`src/sv/wrrap_pool_mem.sv`:
```
// Pool table: pointer, count, port and IPv6 flag of every pool/core slot.
// Per-entry valid bits make unwritten slots read as zero. Depends on nothing.
module wrrap_pool_mem #(
  parameter int DEPTH = 2,
  parameter int AW    = 1,
  parameter int DW    = 1
) (
  input  logic          clk_i,
  input  logic          rst_ni,
  input  logic          we_i,
  input  logic [AW-1:0] waddr_i,
  input  logic [DW-1:0] wdata_i,
  input  logic          re_i,
  input  logic [AW-1:0] raddr_i,
  output logic [DW-1:0] rdata_o
);

  logic [DW-1:0]    mem [DEPTH];
  logic [DEPTH-1:0] vld_q;
  logic [DW-1:0]    rdata_q;

  always_ff @(posedge clk_i or negedge rst_ni) begin
    if (!rst_ni) begin
      vld_q <= '0;
    end else if (we_i) begin
      vld_q[waddr_i] <= 1'b1;
    end
  end

  always_ff @(posedge clk_i) begin
    if (we_i) begin
      mem[waddr_i] <= wdata_i;
    end
    if (re_i) begin
      rdata_q <= vld_q[raddr_i] ? mem[raddr_i] : '0;
    end
  end

  assign rdata_o = rdata_q;

endmodule

```
`config.mk`:
```
export PLATFORM = sky130hd
export DESIGN_NAME = wrrap_pool_mem
export DESIGN_NICKNAME = d
export VERILOG_FILES = /design/src/sv/wrrap_pool_mem.sv
export SDC_FILE = /design/constraint.sdc
export NUM_CORES = 1
export LEC_CHECK = 0
export ABC_CLOCK_PERIOD_IN_PS = 1100
export BUFFER_PORTS_ARGS = -buffer_cell sky130_fd_sc_hd__buf_2
export CAP_MARGIN = 20
export CORE_AREA = 2 2 39 41
export DETAILED_ROUTE_END_ITERATION = 7
export DIE_AREA = 0 0 41 43
export SYNTH_ARGS = -nofsm -noshare
export SYNTH_HDL_FRONTEND = slang
export SYNTH_SLANG_ARGS = --single-unit
export TNS_END_PERCENT = 10
```
`constraint.sdc`:
```
create_clock -name clk_i -period 1.1 [get_ports clk_i]
set_input_delay 0.055 -clock clk_i [delete_from_list [all_inputs] [get_ports clk_i]]
set_output_delay 0.055 -clock clk_i [all_outputs]
set_load 0.01 [all_outputs]
```
==> results.md, run 1 <==
GRT:
- Entering global routing, the biggest net connects 4 pins.
- The first-pass GRT wire length is 565 µm.
- For this run, the total global-route usage over all layers was measured as 5.86%.
- The total grt overflow is 0.
- The number of antenna violations at the first check in global routing came to 0.
- The number of global-route vias before repair was 139.

Timing:
- The final hold violation count is 0.
- Setup repair after global routing left no endpoint under its margin.
- The relative slew slack is between 90% and 100%.
- The max-slew violation total from the final report was 0.
- On the final layout, the worst clock skew is a little over 0.0008 ns.
- The setup slack after layout is 0.311 ns.
- The post-route minimum period is 0.789 ns.
- The worst slack on hold paths is 0.0166 ns.
- Timing would allow up to around 1300 MHz.
- The setup TNS after final layout is 0 ns.
- The number of setup violations in the final report is 0.
- The final critical path takes up between 70% and 80% of the cycle.
- The transition time at the pin with the least slew margin is 0.145 ns.

Drt:
- In this run, the number of DRC markers left after iteration 0 of detailed routing was 1.
- The first-pass detailed-route iteration total is 2.
- Detailed routing inserted a total of 135 vias.
- The total DRC errors in the routed layout is 0.
- The count of nets left with antenna violations once routing finished came out at 0.
- The sum of routed wire length over all layers is 314 µm.
- After detailed routing, the number of vias per cell comes to 3.29.
- Dividing the detail-routed wire length by the instance count gives between 7 and 8 µm.

Cells and area:
- The count of cells in the finished layout, fillers not included, comes to around 40.
- The count of inserted antenna diode cells is 0.
- In the layout the commonest cells are sky130_fd_sc_hd__buf_2 (7), sky130_fd_sc_hd__clkbuf_4 (3), sky130_fd_sc_hd__edfxtp_1 (3).
- Cells with a size suffix above 1 make up between 40% and 50% of the layout.
- Counting the fill cells in the layout gives 148.
- The library cell used most frequently in the layout, excluding fill and tap cells, is sky130_fd_sc_hd__buf_2.
- For this run, the post-layout net count is 33.
- Relative to the synthesized area, the layout overhead comes to 55.9%.

Setup path:
- The launching element type of the critical path is a flop.
- The path type of the worst setup path is flop to output pin.
- Traced cell by cell, the critical path runs through buf_2.
- Along the worst path, the maximum fanout reaches 1.
- The reg-to-reg critical path startpoint is vld_q[1].
- The arrival time of the worst setup path is 0.73 ns.
- At the worst endpoint, the required time is 1.04 ns.
- The worst register-to-register path has a depth of 2.
- In this run the critical register-to-register path is captured at rdata_o.
- STA classifies the critical path endpoint as an output pin.
- Across all register-to-register paths, the minimum setup slack is about 0.35 ns.
- The standard cell with the maximum stage delay on the critical path is sky130_fd_sc_hd__edfxtp_1.
- In this design, the stage delay of the slowest critical-path cell is 0.35 ns.
- The logic depth of the worst setup path including buffers is 1.
- In this run the worst setup path terminates at rdata_o.
- The family with the most delay on the worst path is flip-flops.
- The launch point of the critical path is rdata_o.
- Counting both buffers and inverters, the worst setup path holds a total of 1.

Synth:
- The number of nets in the synthesized netlist is 19.
- Ranked by total cell area, the synthesized netlist is headed by sky130_fd_sc_hd__edfxtp_1 (50%), sky130_fd_sc_hd__dfrtp_1 (28%), sky130_fd_sc_hd__or2_1 (6.9%).
- Yosys printed 0 warnings.
- The fraction of the yosys area taken by sequential cells is 77.2%.
- The average instance in the mapped netlist occupies approximately 15 µm².
- After technology mapping, the gate count stands at 12.
- The post-synthesis instance area is 181 µm².
- The distinct cell type count of the synthesized netlist is 8.
- The synthesized design contains 5 register bits.
- The leading area contributor after synthesis is sky130_fd_sc_hd__edfxtp_1.
- The area share of the largest cell type after synthesis is 49.7%.

Clock tree:
- The quantity of gates resized following cts is 0.
- The total number of clock tree sinks is 5.
- The worst-case clock buffer depth is 2.
- The later-pin clock latency in the skew report is 0.24 ns.
- The cell chosen for the clock root is sky130_fd_sc_hd__clkbuf_4.
- The TritonCTS clock tree is done.
- The clock transition time at the flip-flop clock pins of the worst setup and hold paths is 0.04 ns.
- In this run the number of H-tree levels came out at 1.
- Counting the buffers created by CTS gives 3.
- Post-CTS timing repair inserted 0 buffers for setup.

Power:
- For this design the static power due to leakage is 0.113 nW.
- The worst-case IR drop observed on VDD is 633 µV.
- The overall power after layout is 0.453 mW.
- The power density over cell area is 1600 nW/µm².

Die:
- The die footprint is 1760 µm².
- The placeable core area is 1380 µm².
- Measured along the x axis, the die boundary spans 41 µm.
- The floorplan row count is 14.
- The initial cell density of the core is between 10% and 20%.
- The vertical extent of the die is roughly 43 µm.
- For this design the top-level I/O count stands at 8.

Place:
- The routability congestion estimate is 0.620.
- The count of input and output buffers is 7.
- The worst setup slack after placement is approximately 0.36 ns.
- In this run, placement finished with an instance count of 35.

Worst hold path:
- The path category of the worst min-delay check is input port to flop.
- Counting instances, the worst hold path has a depth of 1.

Job:
- The tool flagged a number of max-cap violations equal to 0.

Status:
- The flow ran to the end, and the final reports show no timing, DRC or antenna violations.
==> worst min path at each step <==
stage	from	end	slack, ns
2_1_floorplan	rst_ni	vld_q[0]	-0.24
3_3_place_gp	rst_ni	vld_q[1]	-0.15
3_5_place_dp	rst_ni	vld_q[0]	-0.15
4_1_cts	wdata_i	mem[0]	0.0001
5_1_grt	re_i	rdata_o	0.006
6_report	re_i	rdata_o	0.02
==> report_power, final <==
| part | leakage (nW) | internal (mW) | switching, mW | total (mW) |
|---|---|---|---|---|
| sequential | 0.0462 | 0.210 | 0.00190 | 0.212 |
| combinational | 0.0514 | 0.0191 | 0.0125 | 0.0316 |
| clock | 0.0150 | 0.137 | 0.0729 | 0.210 |
==> cell type report <==
class                   count  area [µm²]  share of cell area, %
flip-flops and latches      5         140                   49.6
clock buffers               4        26.3                   9.29
repair buffers              9        55.1                   19.5
well taps                  16        20.0                   7.08
multi-input cells           7        41.3                   14.6
==> registers in the layout, summed over array words and instances, names as in the netlist <==
| signal | cells |
|---|---|
| vld_q | 2 |
| rdata_o | 1 |
| mem | 2 |
==> logic make-up after synthesis <==
kind of cell,after synthesis,share of synthesized area [%]
compound gates,1,2.76
flops,5,77.2
simple gates,6,20.0
==> synth_stat cells <==
| library cell | instances |
|---|---|
| sky130_fd_sc_hd__nand3_1 | 1 |
| sky130_fd_sc_hd__dfrtp_1 | 2 |
| sky130_fd_sc_hd__nand2_1 | 1 |
| sky130_fd_sc_hd__o21ai_1 | 1 |
| sky130_fd_sc_hd__and2_4 | 1 |
| sky130_fd_sc_hd__nor2b_1 | 1 |
| sky130_fd_sc_hd__edfxtp_1 | 3 |
| sky130_fd_sc_hd__or2_1 | 2 |
==> timing repair <==
action,in CTS,in global routing
endpoints found under the hold margin,2,2
hold buffers,1,1
setup endpoints to repair,0,0
==> metrics by stage <==
step	util, %	cell area, µm²
after CTS	19.7	273
after global placement	17.1	236
final	20.4	283
after detailed placement	17.1	236
after floorplan	-	181
after global routing	20.4	283
==> per-layer routing <==
layer  share of wire, %  up-vias  GRT usage [%]
li1                   -       68              -
met1                 51       57           6.89
met4                  0        0           6.00
met5                  0        -              0
met3                 15        0           6.28
met2                 34       10           5.00
Note: power is estimated with default switching activity, not from simulation.
==> run 2: changes to the inputs <==
Settings changed: ABC_CLOCK_PERIOD_IN_PS 1100 to 800.
Clock period 1.1 ns to 0.8 ns, I/O delays scaled along.
==> results.md, run 2 (synthesis results as in run 1) <==
Status:
- Outcome: completed (unchanged).

Timing:
- Setup repair after global routing missed its margin: false (unchanged).
- The final critical path takes up 95.9% of the cycle.
- The setup TNS after final layout is 0 ns (unchanged).
- The final hold violation count was 0 (unchanged).
- The post-route minimum period is 0.768 ns.
- The transition time at the pin with the least slew margin was 0.142 ns (was 0.145 ns).
- The worst slack on hold paths is 0.108 ns (was 0.0166 ns).
- The fmax is 1300 MHz.
- The number of setup violations in the final report is 0 (unchanged).
- The clock skew after layout is 0.000856 ns (was 0.000822 ns).
- The max-slew violation total from the final report came to 0 (unchanged).
- The relative slew slack is 90.5% (was 90.3%).

Clock tree:
- The worst-case clock buffer depth came to 2 (unchanged).
- The TritonCTS clock tree is done (unchanged).
- The cell chosen for the clock root is sky130_fd_sc_hd__clkbuf_4 (unchanged).
- The number of buffers created by CTS is 3 (unchanged).
- The clock transition time at the flip-flop clock pins of the worst setup and hold paths is 0.04 ns (about the same).
- The later-pin clock latency in the skew report is 0.24 ns (about the same).
- The H-tree depth is 1 (unchanged).
- The total number of clock tree sinks is 5 (unchanged).

Drt:
- The number of routed nets with antenna violations came to 0 (unchanged).
- The sum of routed wire length over all layers is 294 µm (was 314 µm).
- The detailed-route wire length per cell is 7.00 µm (was 7.66 µm).
- The total via count in the routed design is 138 (was 135).
- The total DRC errors in the routed layout is 0 (unchanged).
- The number of design-rule violations left by the first detailed-router iteration is 1 (unchanged).
- The first-pass detailed-route iteration total is 2 (unchanged).
- The number of vias per cell is 3.29 (about the same).

Cells and area:
- The area used by multi-input combinational logic is 46.3 µm² (was 41.3 µm²).
- The final net count is 34 (was 33).
- The total area of sequential cells was 140 µm² (unchanged).
- The most common library cell in the layout ignoring fill and taps is sky130_fd_sc_hd__buf_2 (unchanged).
- The share of cells above drive strength 1 is 46.2% (was 44.0%).
- The count of inserted antenna diode cells is 0 (unchanged).
- Most frequent cells in the layout: sky130_fd_sc_hd__buf_2 (7), sky130_fd_sc_hd__clkbuf_4 (3), sky130_fd_sc_hd__dlygate4sd3_1 (3), sky130_fd_sc_hd__edfxtp_1 (3) (was sky130_fd_sc_hd__buf_2 (7), sky130_fd_sc_hd__clkbuf_4 (3), sky130_fd_sc_hd__edfxtp_1 (3)).
- The post-synthesis to final-layout area growth was 64.1% (was 55.9%).
- The filler cell count in the final layout is 147 (was 148).

Die:
- The floorplan row count is 14 (unchanged).
- The horizontal extent of the die is 41 µm (unchanged).
- The placeable core area is 1380 µm² (unchanged).
- The vertical extent of the die is 43 µm (unchanged).
- The die footprint is 1760 µm² (unchanged).
- The initial cell density of the core is 13.1% (unchanged).
- The count of pins on the block boundary came to 8 (unchanged).

Power:
- The internal power contribution came to 0.507 mW (was 0.366 mW).
- The switching share of power was 18.8% (was 19.3%).
- The clock network power share is 45.5% (was 46.3%).
- The portion of total power attributed to sequential cells is 46.7% (about the same).
- The net switching component of the power is 0.117 mW (was 0.0873 mW).
- The power density over cell area is 2090 nW/µm² (was 1600 nW/µm²).
- The maximum vdd drop is 795 µV (was 633 µV).
- The static power due to leakage is 0.119 nW (was 0.113 nW).
- The overall power after layout came to 0.624 mW (was 0.453 mW).
- The combinational fraction of design power is 7.8% (was 7.0%).

Setup path:
- The standard cell with the maximum stage delay on the critical path is sky130_fd_sc_hd__edfxtp_1 (unchanged).
- The reg-to-reg critical path startpoint is vld_q[1] (unchanged).
- The endpoint class of the critical path is an output pin (unchanged).
- The maximum fanout encountered on the critical timing path came to 1 (unchanged).
- The buffer and inverter count on the worst path was 1 (unchanged).
- The family with the most delay on the worst path was flip-flops (unchanged).
- The required time at the worst-slack endpoint came to 0.76 ns (was 1.04 ns).
- The path type of the worst setup path was flop to output pin (unchanged).
- Ordered cell list for the critical path: buf_2 (unchanged).
- The largest incremental delay on the critical path is 0.35 ns (about the same).
- The launch point of the critical path is rdata_o (unchanged).
- The launching element type of the critical path is a flop (unchanged).
- The arrival time of the worst setup path was 0.73 ns (about the same).

GRT:
- The total track usage is 5.46% (was 5.86%).
- The number of antenna violations at the first check in global routing was 0 (unchanged).
- The total grt overflow came to 0 (unchanged).
- The first-pass GRT wire length came to 545 µm (was 565 µm).
- The number of global-route vias before repair came to 142 (was 139).
- The largest net degree at the start of global routing was 4 (unchanged).

Place:
- The count of input and output buffers is 7 (unchanged).
- The routability congestion estimate is 0.607 (was 0.620).

Worst hold path:
- The path category of the worst min-delay check is input port to flop (unchanged).
- The startpoint of the tightest hold check path is waddr_i (was re_i).

Job:
- The number of maximum-capacitance constraint violations is 0 (unchanged).
==> run 2: cell count changes in the layout (fill, tap and decap cells not counted) <==
cell / previous run / this run
sky130_fd_sc_hd__dlygate4sd3_1: 2 / 3
sky130_fd_sc_hd__nand3_1: 1 / 0
sky130_fd_sc_hd__nand3_2: 0 / 1
==> run 2: cell type report <==
cell class,count,area share (%)
flip-flops and latches,5,47.1
repair buffers,10,21.8
multi-input cells,7,15.5
clock buffers,4,8.82
well taps,16,6.72
==> run 2: through the flow <==
stage	worst slack (ns)	util, %	cell area (µm²)	std cells
2_1_floorplan	0.0803	-	181	12
3_3_place_gp	0.0619	17.1	236	35
3_5_place_dp	0.0563	17.1	236	35
4_1_cts	0.0190	21.2	293	42
5_1_grt	0.00685	21.5	298	42
6_report	0.0325	21.5	298	42
==> run 2: power groups by stage <==
stage,logic [mW],clock network [mW],registers [mW]
after detailed placement,0.0369,0,0.295
after global routing,0.0549,0.321,0.291
after global placement,0.0359,0,0.294
after CTS,0.0480,0.298,0.291
final,0.0487,0.284,0.291
after floorplan,0.0111,0,0.297
==> run 2: worst paths after layout <==
path                       cells past startpoint       end  slack (ns)
setup / recovery                               1   rdata_o        0.03
hold / removal                                 2    mem[0]        0.11
hold reg to reg                                1  vld_q[0]        0.46
setup reg to reg                               2   rdata_o        0.06
min in group asynchronous                      2  vld_q[0]        0.13
max in group asynchronous                      2  vld_q[1]        0.57
==> run 2: repair_timing <==
action / in CTS / in global routing
buffers inserted: 0 / 0
setup endpoints to repair: 0 / 1
hold buffers: 3 / 0
hold endpoints to repair: 5 / 0
resized for setup: 0 / 1
==> run 2: routing by layer <==
layer	vias up	routed length, µm	global-route usage, %
met1	59	142	6.25
met2	8	111	5.31
met4	0	0	6.00
li1	71	-	-
met5	-	0	0
met3	0	40	4.71
