===== config.mk =====
export PLATFORM = sky130hd
export DESIGN_NAME = wrrap_entry_mem
export DESIGN_NICKNAME = d
export VERILOG_FILES = /design/src/sv/wrrap_pkg.sv /design/src/sv/wrrap_entry_mem.sv
export SDC_FILE = /design/constraint.sdc
export NUM_CORES = 1
export LEC_CHECK = 0
export BUFFER_PORTS_ARGS = -buffer_cell sky130_fd_sc_hd__buf_2
export CELL_PAD_IN_SITES_DETAIL_PLACEMENT = 1
export CELL_PAD_IN_SITES_GLOBAL_PLACEMENT = 1
export CORE_MARGIN = 8
export CORE_UTILIZATION = 33
export DETAILED_ROUTE_END_ITERATION = 6
export GPL_TIMING_DRIVEN = 0
export PLACE_DENSITY = 0.6
export RECOVER_POWER = 100
export SYNTH_ARGS = -nofsm -noshare
export SYNTH_HDL_FRONTEND = slang
export SYNTH_SLANG_ARGS = --single-unit

===== constraint.sdc =====
create_clock -name clk_i -period 9.4 [get_ports clk_i]
set_clock_uncertainty 0.15 [all_clocks]
set_input_delay 1.41 -clock clk_i [delete_from_list [all_inputs] [get_ports clk_i]]
set_output_delay 1.41 -clock clk_i [all_outputs]
set_load 0.005 [all_outputs]

===== src/sv/wrrap_pkg.sv =====
// Shared types and constants of the weighted round-robin address pool.
// Used by the channel interfaces, the entry memory, the core and the checker.
package wrrap_pkg;

  localparam int OpW     = 2;
  localparam int PoolW   = 5;
  localparam int CoreW   = 3;
  localparam int EntryW  = 6;
  localparam int AddrW   = 64;
  localparam int WeightW = 16;
  localparam int PortW   = 16;
  localparam int TotalW  = 7;

  localparam int POOLS_DEF   = 32;
  localparam int CORES_DEF   = 8;
  localparam int ENTRIES_DEF = 64;

  localparam logic [OpW-1:0] OP_ENTRY = 2'd0;
  localparam logic [OpW-1:0] OP_POOL  = 2'd1;
  localparam logic [OpW-1:0] OP_GET   = 2'd2;

  typedef struct packed {
    logic [OpW-1:0]     op;
    logic [PoolW-1:0]   pool;
    logic [CoreW-1:0]   core;
    logic [EntryW-1:0]  entry;
    logic [AddrW-1:0]   address_high;
    logic [AddrW-1:0]   address_low;
    logic [WeightW-1:0] weight;
    logic [PortW-1:0]   dest_port;
    logic [TotalW-1:0]  entry_total;
    logic               ipv6_mark;
  } req_t;

  typedef struct packed {
    logic [AddrW-1:0]  sel_address_high;
    logic [AddrW-1:0]  sel_address_low;
    logic [PortW-1:0]  sel_port;
    logic              sel_ipv6;
    logic [EntryW-1:0] sel_entry;
    logic              pool_empty;
  } rsp_t;

  typedef struct packed {
    logic [AddrW-1:0]   addr_high;
    logic [AddrW-1:0]   addr_low;
    logic [WeightW-1:0] weight_set;
    logic [WeightW-1:0] weight_left;
  } entry_t;

endpackage


===== src/sv/wrrap_entry_mem.sv =====
// Entry memory: address halves and weights of every pool entry.
// One write and one read port, registered read data. Depends on wrrap_pkg.
module wrrap_entry_mem #(
  parameter int DEPTH = 2,
  parameter int AW    = 1
) (
  input  logic                clk_i,
  input  logic                we_i,
  input  logic [AW-1:0]       waddr_i,
  input  wrrap_pkg::entry_t   wdata_i,
  input  logic                re_i,
  input  logic [AW-1:0]       raddr_i,
  output wrrap_pkg::entry_t   rdata_o
);

  wrrap_pkg::entry_t mem [DEPTH];
  wrrap_pkg::entry_t rdata_q;

  always_ff @(posedge clk_i) begin
    if (we_i) begin
      mem[waddr_i] <= wdata_i;
    end
    if (re_i) begin
      rdata_q <= mem[raddr_i];
    end
  end

  assign rdata_o = rdata_q;

endmodule


==> results of run 1 <==
-- cell families (layout without fill, tap and decap cells) --
| family | Yosys count | count (layout) | synth area share, % |
|---|---|---|---|
| multiplexers | 160 | 160 | 12.98 |
| flip-flops | 480 | 480 | 85.96 |
| other | 0 | 5 | 0 |
| buffers and inverters | 18 | 440 | 0.9849 |
| AND/OR/NAND/NOR | 2 | 2 | 0.07466 |
-- routing by layer --
metal | GRT usage [%] | vias to the layer above | wire length (um)
li1 | - | 3446 | -
met1 | 13.57 | 3816 | 13770
met2 | 20.94 | 234 | 18450
met3 | 4.811 | 69 | 3189
met4 | 3.618 | 8 | 779
met5 | 0 | - | 53
-- Yosys cell counts (all sizes together) --
master,number
and2,1
buf,18
edfxtp,480
nor2b,1
mux2,160
-- through the flow --
| stage | area, um^2 | setup WS [ns] | cells | util [%] | hold slack [ns] |
|---|---|---|---|---|---|
| after floorplan | 16770 | 0.04591 | 660 | - | 0.3732 |
| after global placement | 19230 | -5.417 | 1655 | 38.32 | 0.3754 |
| after detailed placement | 19460 | 5.957 | 1664 | 38.78 | 0.3826 |
| after CTS | 21130 | 6.585 | 1754 | 42.11 | 0.3859 |
| after global routing | 20320 | 3.340 | 1755 | 40.50 | 0.3809 |
| final | 20330 | 3.867 | 1759 | 40.52 | 0.3694 |
-- power groups by stage --
stage	Combinational, mW	Sequential (mW)	Clock (mW)
floorplan	0.125	2.62	0
global placement	0.276	2.63	0
detailed placement	0.297	2.61	0
CTS	0.297	2.57	2.08
global route	0.255	2.59	2.15
finish	0.229	2.57	2.01
-- path summary, 6_finish.rpt --
kind / end / slack (ns) / depth (start not counted)
max reg2reg: rdata_o[121]$_DFFE_PP_ / 8.30 / 1
max: mem[0][82]$_DFFE_PP_ / 3.87 / 4
min: rdata_o[94]$_DFFE_PP_ / 0.37 / 1
min reg2reg: rdata_o[94]$_DFFE_PP_ / 0.37 / 1
-- flip-flops by register name, indices dropped and copies added, names as in the netlist --
signal	flops
rdata_o	160
mem	320
-- critical path, cell delays in order --
cell	delay, ns
buf_2	0.08
nor2b_1	1.49
clkbuf_1	1.15
clkbuf_1	1.35
-- cell usage in the layout, fill, tap and decap left out, drive strengths merged --
cell type	n
clkbuf	314
and2	1
buf	99
bufinv	7
clkinv	17
diode	5
edfxtp	480
nor2b	1
clkinvlp	3
mux2	160
-- final cells by class --
cell class,count,share of cell area (%)
timing repair buffer,332,7.214
antenna,5,0.06155
clock buffer,63,6.709
tap,672,4.136
clock inverter,27,1.508
multi-input combinational,162,9.128
sequential,480,70.91
buffer,18,0.3324
==> results.sh, run 1 <==
export IMPL_synthCells=660
export IMPL_rsz0062_at_grt="false"
export IMPL_hp_class="reg -> reg"
export IMPL_hold_viol_final=0
export IMPL_synth_seq_cells=480
export IMPL_p_leak_nw=6.785
export IMPL_routedWlPerCell_um=20.61
export IMPL_cp_arrival_ns=5.54
export IMPL_core_area_um2=50170
export IMPL_crit_type="in -> reg"
export IMPL_area_delta_synth_final_pct=21.22
export IMPL_swShare_pct=20.01
export IMPL_finalPower_mw=4.807
export IMPL_antenna_found_initial=7
export IMPL_cp_max_fo=27
export IMPL_clock_root_buffer="clkbuf_16"
export IMPL_cts_num_sinks=480
export IMPL_p_comb_share_pct=4.8
export IMPL_regArea_um2=14410
export IMPL_grt_pass1_wl_um=52640
export IMPL_critPathRequiredTime_ns=9.40
export IMPL_p_sw_mw=0.9621
export IMPL_peakVddDrop_v=0.0001538
export IMPL_gr_total_overflow=0
export IMPL_synth_cell_types=7
export IMPL_relSlewSlack_pct=-203.3
export IMPL_insertion_delay_ns=0.57
export IMPL_fp_dieW_um=241.4
export IMPL_start_util_pct=33.42
export IMPL_crit_start="we_i"
export IMPL_first_global_vias=8533
export IMPL_num_vias=7573
export IMPL_yosys_area_top_type_share_pct=85.96
export IMPL_fin_nets=1211
export IMPL_cts_buffer_depth=3
export IMPL_drt_first_pass_iters=4
export IMPL_drcViolationCount=0
export IMPL_netlist_area_um2=16770
export IMPL_hpwl_um=24350
export IMPL_yosysTopAreaCell="edfxtp_1"
export IMPL_violations="capacitance limit, slew limit"
export IMPL_avgSynthCellArea_um2=25.41
export IMPL_antenna_left=0
export IMPL_tritoncts="done"
export IMPL_hp_start="mem[0][94]$_DFFE_PP_"
export IMPL_cp_start_kind="input pin"
export IMPL_ys_seq_area_share_pct=85.96
export IMPL_synth_fp_nets=825
export IMPL_wirelength_um=36250
export IMPL_die_height_um=241.4
export IMPL_end_kind="flip-flop"
export IMPL_setup_viol=0
export IMPL_clkPwrFrac_pct=41.7
export IMPL_cts_setup_buffers=0
export IMPL_fp_row_count=82
export IMPL_die_area_um2=58280
export IMPL_ctsResizeCount=0
export IMPL_fin_tns_setup_ns=0
export IMPL_fillerInstances=4934
export IMPL_drt_iter0_drc=428
export IMPL_io_pins=325
export IMPL_internal_power_mw=3.845
export IMPL_multi_input_area_um2=1856
export IMPL_drive_gt1_share_pct=22.09
export IMPL_path_clk_slew_ns=0.06
export IMPL_netlist_top_cells_area="edfxtp_1 86%, mux2_4 9.0%, mux2_2 4.0%"
export IMPL_fmax_mhz=180.7
export IMPL_fin_crit_ns=5.533
export IMPL_track_usage_pct=12.06
export IMPL_r2r_start="mem[1][121]$_DFFE_PP_"
export IMPL_timing_final_crit_share_pct=58.86
export IMPL_status="finished with violations"
export IMPL_grt_max_degree=88
export IMPL_htree_levels=2
export IMPL_p_seq_share_pct=53.5
export IMPL_numCtsBuffers=52
export IMPL_max_cap_violations=4
export IMPL_yosysWarningCount=0
export IMPL_finalMaxSlewViolations=169
export IMPL_hold_buffers=0
export IMPL_power_density_nw_per_um2=236.5
export IMPL_viasPerCell=4.305
export IMPL_routabilityCongestion=0.7078
export IMPL_numPortBuffers=323
export IMPL_worst_slew_pin_slew_ns=4.549
No activity file was read; power rests on OpenSTA's default activity.
==> run 2: changes to the inputs <==
--- a/config.mk
+++ b/config.mk
@@ -12,7 +12,7 @@
 export CORE_UTILIZATION = 33
 export DETAILED_ROUTE_END_ITERATION = 6
 export GPL_TIMING_DRIVEN = 0
-export PLACE_DENSITY = 0.6
+export PLACE_DENSITY = 0.58
 export RECOVER_POWER = 100
 export SYNTH_ARGS = -nofsm -noshare
 export SYNTH_HDL_FRONTEND = slang
==> constraint.sdc (replaced) <==
create_clock -name clk_i -period 5.14 [get_ports clk_i]
set_clock_uncertainty 0.15 [all_clocks]
set_input_delay 0.771 -clock clk_i [delete_from_list [all_inputs] [get_ports clk_i]]
set_output_delay 0.771 -clock clk_i [all_outputs]
set_load 0.005 [all_outputs]
==> run 2 against run 1 <==
  * The run still ends with capacitance limit, slew limit left
  * Sequential cell count unchanged
  * Worst setup slack worse by 2.0 ns
  * Sequential share of layout area fell by 0.11 points
  * Sequential power rose by 83%
  * Final area grew 0.16%
  * Clock-buffer cell count up 1
  * Register-to-register slack got worse by 4.3 ns
  * Via count rose by 0.18%
  * Highest routed layer unchanged
==> results.sh, run 2 (same netlist as run 1, synthesis figures left out) <==
export IMPL_status="finished with violations"
export IMPL_first_global_vias=8369
export IMPL_path_cells="buf_8, clkbuf_2"
export IMPL_p_comb_share_pct=4.9
export IMPL_worst_slew_pin_slew_ns=2.842
export IMPL_crit_type="in -> reg"
export IMPL_insertion_delay_ns=0.57
export IMPL_grt_pass1_wl_um=52470
export IMPL_cp_start_kind="input pin"
export IMPL_peakVddDrop_v=0.0002283
export IMPL_hold_depth=1
export IMPL_r2r_start="mem[1][32]$_DFFE_PP_"
export IMPL_drcViolationCount=0
export IMPL_swShare_pct=20.17
export IMPL_path_delay_family="buffers and inverters"
export IMPL_antenna_found_initial=9
export IMPL_fin_nets=1212
export IMPL_num_vias=7587
export IMPL_die_height_um=241.4
export IMPL_fp_dieW_um=241.4
export IMPL_regArea_um2=14410
export IMPL_area_delta_synth_final_pct=21.41
export IMPL_hold_viol_final=0
export IMPL_finalNonFillerCells=1758
export IMPL_routedWlPerCell_um=20.66
export IMPL_viasPerCell=4.316
export IMPL_tritoncts="done"
export IMPL_cp_max_fo=89
export IMPL_multi_input_area_um2=1856
export IMPL_p_seq_share_pct=54.0
export IMPL_dp_cells=1665
export IMPL_track_usage_pct=12.06
export IMPL_p_sw_mw=1.753
export IMPL_relSlewSlack_pct=-89.46
export IMPL_path_clk_slew_ns=0.06
export IMPL_drt_iter0_drc=357
export IMPL_fillerInstances=4946
export IMPL_largest_register_ffs=320
export IMPL_rsz0062_at_grt="false"
export IMPL_drt_first_pass_iters=4
export IMPL_routabilityCongestion=0.6860
export IMPL_grt_max_degree=90
export IMPL_critPathRequiredTime_ns=5.11
export IMPL_cts_setup_buffers=0
export IMPL_hold_buffers=0
export IMPL_hpwl_um=24480
export IMPL_r2r_end="rdata_o[32]$_DFFE_PP_"
export IMPL_numPortBuffers=323
export IMPL_fp_row_count=82
export IMPL_power_density_nw_per_um2=427.0
export IMPL_rrSetupSlack_ns=4.05
export IMPL_die_area_um2=58280
export IMPL_timing_final_crit_share_pct=63.88
export IMPL_wirelength_um=36320
export IMPL_violations="capacitance limit, slew limit"
export IMPL_io_pins=325
export IMPL_layout_cells_most_common_list="480 x edfxtp_1, 230 x clkbuf_1, 123 x buf_2, 90 x mux2_1, 59 x mux2_2"
export IMPL_reg2reg_depth=1
export IMPL_end_kind="flip-flop"
export IMPL_max_cap_violations=3
export IMPL_p_leak_nw=6.876
export IMPL_clkPwrFrac_pct=41.0
export IMPL_antenna_left=0
export IMPL_htree_levels=2
export IMPL_critical_path_buf_inv_count=2
export IMPL_regMostFlops="mem"
export IMPL_critical_path_slowest_cell="clkbuf_2"
export IMPL_setup_viol=0
export IMPL_whs_endpoint="mem[0][88]$_DFFE_PP_"
export IMPL_layout_commonest_cell="edfxtp_1"
export IMPL_cts_num_sinks=480
export IMPL_numCtsBuffers=52
export IMPL_fin_crit_ns=3.283
export IMPL_cts_buffer_depth=3
export IMPL_internal_power_mw=6.939
export IMPL_start_util_pct=33.42
export IMPL_cp_arrival_ns=3.25
export IMPL_core_area_um2=50170
export IMPL_drive_gt1_share_pct=24.88
export IMPL_place_ws_ns=2.554
export IMPL_ctsResizeCount=0
export IMPL_hp_class="in -> reg"
export IMPL_hp_start="wdata_i[88]"
export IMPL_finalMaxSlewViolations=170
export IMPL_gr_total_overflow=0
export IMPL_crit_start="re_i"
export IMPL_worst_path_stages=2
export IMPL_clock_root_buffer="clkbuf_16"
export IMPL_finalWorstSetupSlack_ns=1.857
export IMPL_fmax_mhz=304.6
export IMPL_cp_slowest_stage_delay_ns=1.91
run 2: cell types whose count changed in the layout (fill, tap and decap cells not counted):
cell        change
buf_12          +2
bufinv_16       -2
buf_2          +30
clkinv_2        -1
clkinvlp_4      -2
buf_1           -1
and2_1          +1
clkinv_4        +2
and2_0          -1
clkinv_1        +4
buf_8           +1
clkbuf_1       -31
clkbuf_2        +1
diode_2         -4
run 2: per-layer routing:
metal / GRT usage [%] / vias up / share of wire, %
met5: 0 / - / 0.24
met4: 3.380 / 14 / 2.1
met2: 20.07 / 249 / 49
met3: 5.755 / 73 / 10
li1: - / 3449 / -
met1: 13.79 / 3802 / 39
run 2: stage by stage:
| step | hold WS (ns) | setup TNS [ns] | area [um^2] | total power [mW] | util [%] |
|---|---|---|---|---|---|
| after floorplan | 0.3732 | 0 | 16780 | 5.016 | - |
| after global placement | 0.3744 | -594.47 | 19230 | 5.309 | 38.34 |
| after detailed placement | 0.3817 | 0 | 19480 | 5.327 | 38.82 |
| after CTS | 0.1847 | 0 | 21100 | 8.952 | 42.06 |
| after global routing | 0.1883 | 0 | 20360 | 9.036 | 40.58 |
| final | 0.2357 | 0 | 20360 | 8.693 | 40.58 |
run 2: how the worst max path moves through the flow:
stage	end	slack [ns]
after global routing	rdata_o[103]$_DFFE_PP_	1.60
after floorplan	mem[1][0]$_DFFE_PP_	0.03
final	rdata_o[103]$_DFFE_PP_	1.86
after CTS	rdata_o[106]	3.04
after detailed placement	mem[1][24]$_DFFE_PP_	2.55
after global placement	mem[1][24]$_DFFE_PP_	-3.13
run 2: final cells by class:
| class | count | share of cell area (%) |
|---|---|---|
| plain buffers | 18 | 0.3319 |
| clock buffers | 64 | 6.717 |
| well taps | 672 | 4.130 |
| flip-flops and latches | 480 | 70.80 |
| repair buffers | 333 | 7.627 |
| clock inverters | 28 | 1.272 |
| diodes | 1 | 0.01229 |
| multi-input cells | 162 | 9.114 |
run 2: power by group through the flow:
stage	clock (mW)	sequential (mW)	combinational [mW]
final	3.57	4.70	0.427
after global routing	3.84	4.72	0.476
after CTS	3.70	4.70	0.547
after detailed placement	0	4.78	0.546
after global placement	0	4.80	0.510
after floorplan	0	4.79	0.228
==> run 3: changes to the inputs <==
--- a/config.mk
+++ b/config.mk
@@ -12,7 +12,7 @@
 export CORE_UTILIZATION = 33
 export DETAILED_ROUTE_END_ITERATION = 6
 export GPL_TIMING_DRIVEN = 0
-export PLACE_DENSITY = 0.58
+export PLACE_DENSITY = 0.6
 export RECOVER_POWER = 100
 export SYNTH_ARGS = -nofsm -noshare
 export SYNTH_HDL_FRONTEND = slang
==> constraint.sdc (replaced) <==
create_clock -name clk_i -period 2.8 [get_ports clk_i]
set_clock_uncertainty 0.15 [all_clocks]
set_input_delay 0.42 -clock clk_i [delete_from_list [all_inputs] [get_ports clk_i]]
set_output_delay 0.42 -clock clk_i [all_outputs]
set_load 0.005 [all_outputs]
==> run 3 against run 2 <==
  * Utilization rose by 2.9 points
  * Power rose by 82%
  * Die area did not move
  * Final cell count rose by 9.1%
  * Clock-buffer cell count rose by 1
  * Register-to-register slack got worse by 2.4 ns
  * Sequential power rose by 83%
  * Clock power rose by 75%
  * Routed wire length rose by 5.0%
  * Global-route usage rose by 0.72 points
  * Combinational power rose by 130%
  * The run still ends with capacitance limit, slew limit left
  * Worst setup slack got worse by 1.3 ns
==> results.sh, run 3 (same netlist as run 1, synthesis figures left out) <==
export IMPL_p_leak_nw=7.378
export IMPL_viasPerCell=4.261
export IMPL_dp_cells=1664
export IMPL_end_kind="flip-flop"
export IMPL_hpwl_um=24410
export IMPL_num_vias=8172
export IMPL_hp_start="re_i"
export IMPL_fp_dieW_um=241.4
export IMPL_tritoncts="done"
export IMPL_worst_slew_pin_slew_ns=1.513
export IMPL_wirelength_um=38150
export IMPL_cts_buffer_depth=3
export IMPL_crit_type="in -> reg"
export IMPL_largest_register_ffs=320
export IMPL_cts_setup_buffers=0
export IMPL_ctsResizeCount=0
export IMPL_fin_area_um2=21800
export IMPL_cts_num_sinks=480
export IMPL_insertion_delay_ns=0.57
export IMPL_htree_levels=2
export IMPL_finalMaxSlewViolations=54
export IMPL_core_area_um2=50170
export IMPL_antenna_left=0
export IMPL_hold_viol_final=0
export IMPL_timing_final_crit_share_pct=78.64
export IMPL_cp_arrival_ns=2.25
export IMPL_fin_tns_setup_ns=0
export IMPL_relSlewSlack_pct=-0.8779
export IMPL_hold_depth=1
export IMPL_status="finished with violations"
export IMPL_regArea_um2=14410
export IMPL_clock_root_buffer="clkbuf_16"
export IMPL_timing_hold_ws_ns=0.1603
export IMPL_numCtsBuffers=50
export IMPL_routabilityCongestion=0.6923
export IMPL_path_clk_slew_ns=0.06
export IMPL_r2r_start="mem[0][127]$_DFFE_PP_"
export IMPL_io_pins=325
export IMPL_finalNonFillerCells=1918
export IMPL_drive_gt1_share_pct=17.86
export IMPL_drt_iter0_drc=307
export IMPL_start_util_pct=33.42
export IMPL_antenna_found_initial=5
export IMPL_drt_first_pass_iters=4
export IMPL_finalWorstSetupSlack_ns=0.5981
export IMPL_fp_row_count=82
export IMPL_setup_viol=0
export IMPL_whs_endpoint="rdata_o[22]$_DFFE_PP_"
export IMPL_fin_crit_ns=2.202
export IMPL_hold_buffers=160
export IMPL_first_global_vias=9364
export IMPL_layout_commonest_cell="edfxtp_1"
export IMPL_numPortBuffers=323
export IMPL_die_height_um=241.4
export IMPL_multi_input_area_um2=1864
export IMPL_rsz0062_at_grt="false"
export IMPL_critPathRequiredTime_ns=2.85
export IMPL_violations="capacitance limit, slew limit"
export IMPL_cp_start_kind="input pin"
export IMPL_dpl_instance_area_um2=19460
export IMPL_max_cap_violations=1
export IMPL_layout_cells_most_common_list="480 x edfxtp_1, 278 x clkbuf_1, 160 x dlygate4sd3_1, 90 x mux2_1, 67 x buf_2"
export IMPL_r2r_end="rdata_o[127]$_DFFE_PP_"
export IMPL_power_density_nw_per_um2=726.9
export IMPL_die_area_um2=58280
export IMPL_reg2reg_depth=1
export IMPL_peakVddDrop_v=0.0005100
export IMPL_fillerInstances=4932
export IMPL_routedWlPerCell_um=19.89
export IMPL_track_usage_pct=12.78
export IMPL_gr_total_overflow=0
export IMPL_regMostFlops="mem"
export IMPL_hp_class="in -> reg"
export IMPL_fin_nets=1369
export IMPL_area_delta_synth_final_pct=30.02
export IMPL_fmax_mhz=454.1
export IMPL_place_ws_ns=0.2955
export IMPL_drcViolationCount=0
export IMPL_rrSetupSlack_ns=1.68
export IMPL_grt_pass1_wl_um=56620
export IMPL_cp_max_fo=29
export IMPL_grt_max_degree=85
run 3: cell types whose count changed in the layout (fill, tap and decap cells not counted), sizes merged:
cell | before | now
dlygate4sd3 | 0 | 160
clkinv | 22 | 24
diode | 1 | 3
buf | 131 | 75
clkbuf | 284 | 340
clkinvlp | 1 | 0
bufinv | 5 | 2
run 3: routing by layer:
metal	vias to the layer above	wire length (um)	GRT usage [%]
li1	3762	-	-
met4	4	703	3.198
met5	-	26	0
met3	60	3191	4.970
met1	4111	14990	14.43
met2	235	19240	22.52
run 3: layout make-up:
class	instances	area share, %
tap	672	3.857
clock buffer	65	6.290
sequential	480	66.11
multi-input combinational	162	8.551
timing repair buffer	492	14.04
antenna	3	0.03443
buffer	18	0.3443
clock inverter	26	0.7747
run 3: worst max path at each step:
| stage | endpoint | slack (ns) | start | depth (start not counted) |
|---|---|---|---|---|
| 3_3_place_gp | mem[0][22]$_DFFE_PP_ | -2.45 | we_i | 2 |
| 2_1_floorplan | mem[0][0]$_DFFE_PP_ | -0.60 | we_i | 1 |
| 5_1_grt | mem[0][70]$_DFFE_PP_ | 0.48 | waddr_i | 4 |
| 6_report | mem[0][69]$_DFFE_PP_ | 0.60 | waddr_i | 4 |
| 3_5_place_dp | mem[0][22]$_DFFE_PP_ | 0.30 | waddr_i | 5 |
| 4_1_cts | mem[0][24]$_DFFE_PP_ | 0.92 | we_i | 5 |
run 3: per-stage QoR:
stage	power, mW	util [%]
finish	15.85	43.46
CTS	16.29	45.06
global route	16.46	43.45
global placement	9.711	38.34
detailed placement	9.777	38.80
floorplan	9.196	-
run 3: where the power goes:
| part | internal, mW | switching (mW) | leakage [nW] |
|---|---|---|---|
| clock network | 3.62 | 2.64 | 0.762 |
| logic | 0.465 | 0.503 | 2.05 |
| registers | 8.50 | 0.124 | 4.57 |
run 3: worst max-delay path, cell delays in order:
cell	delay [ns]
clkbuf_1	0.11
nor2b_4	0.70
buf_12	0.27
clkbuf_2	0.69
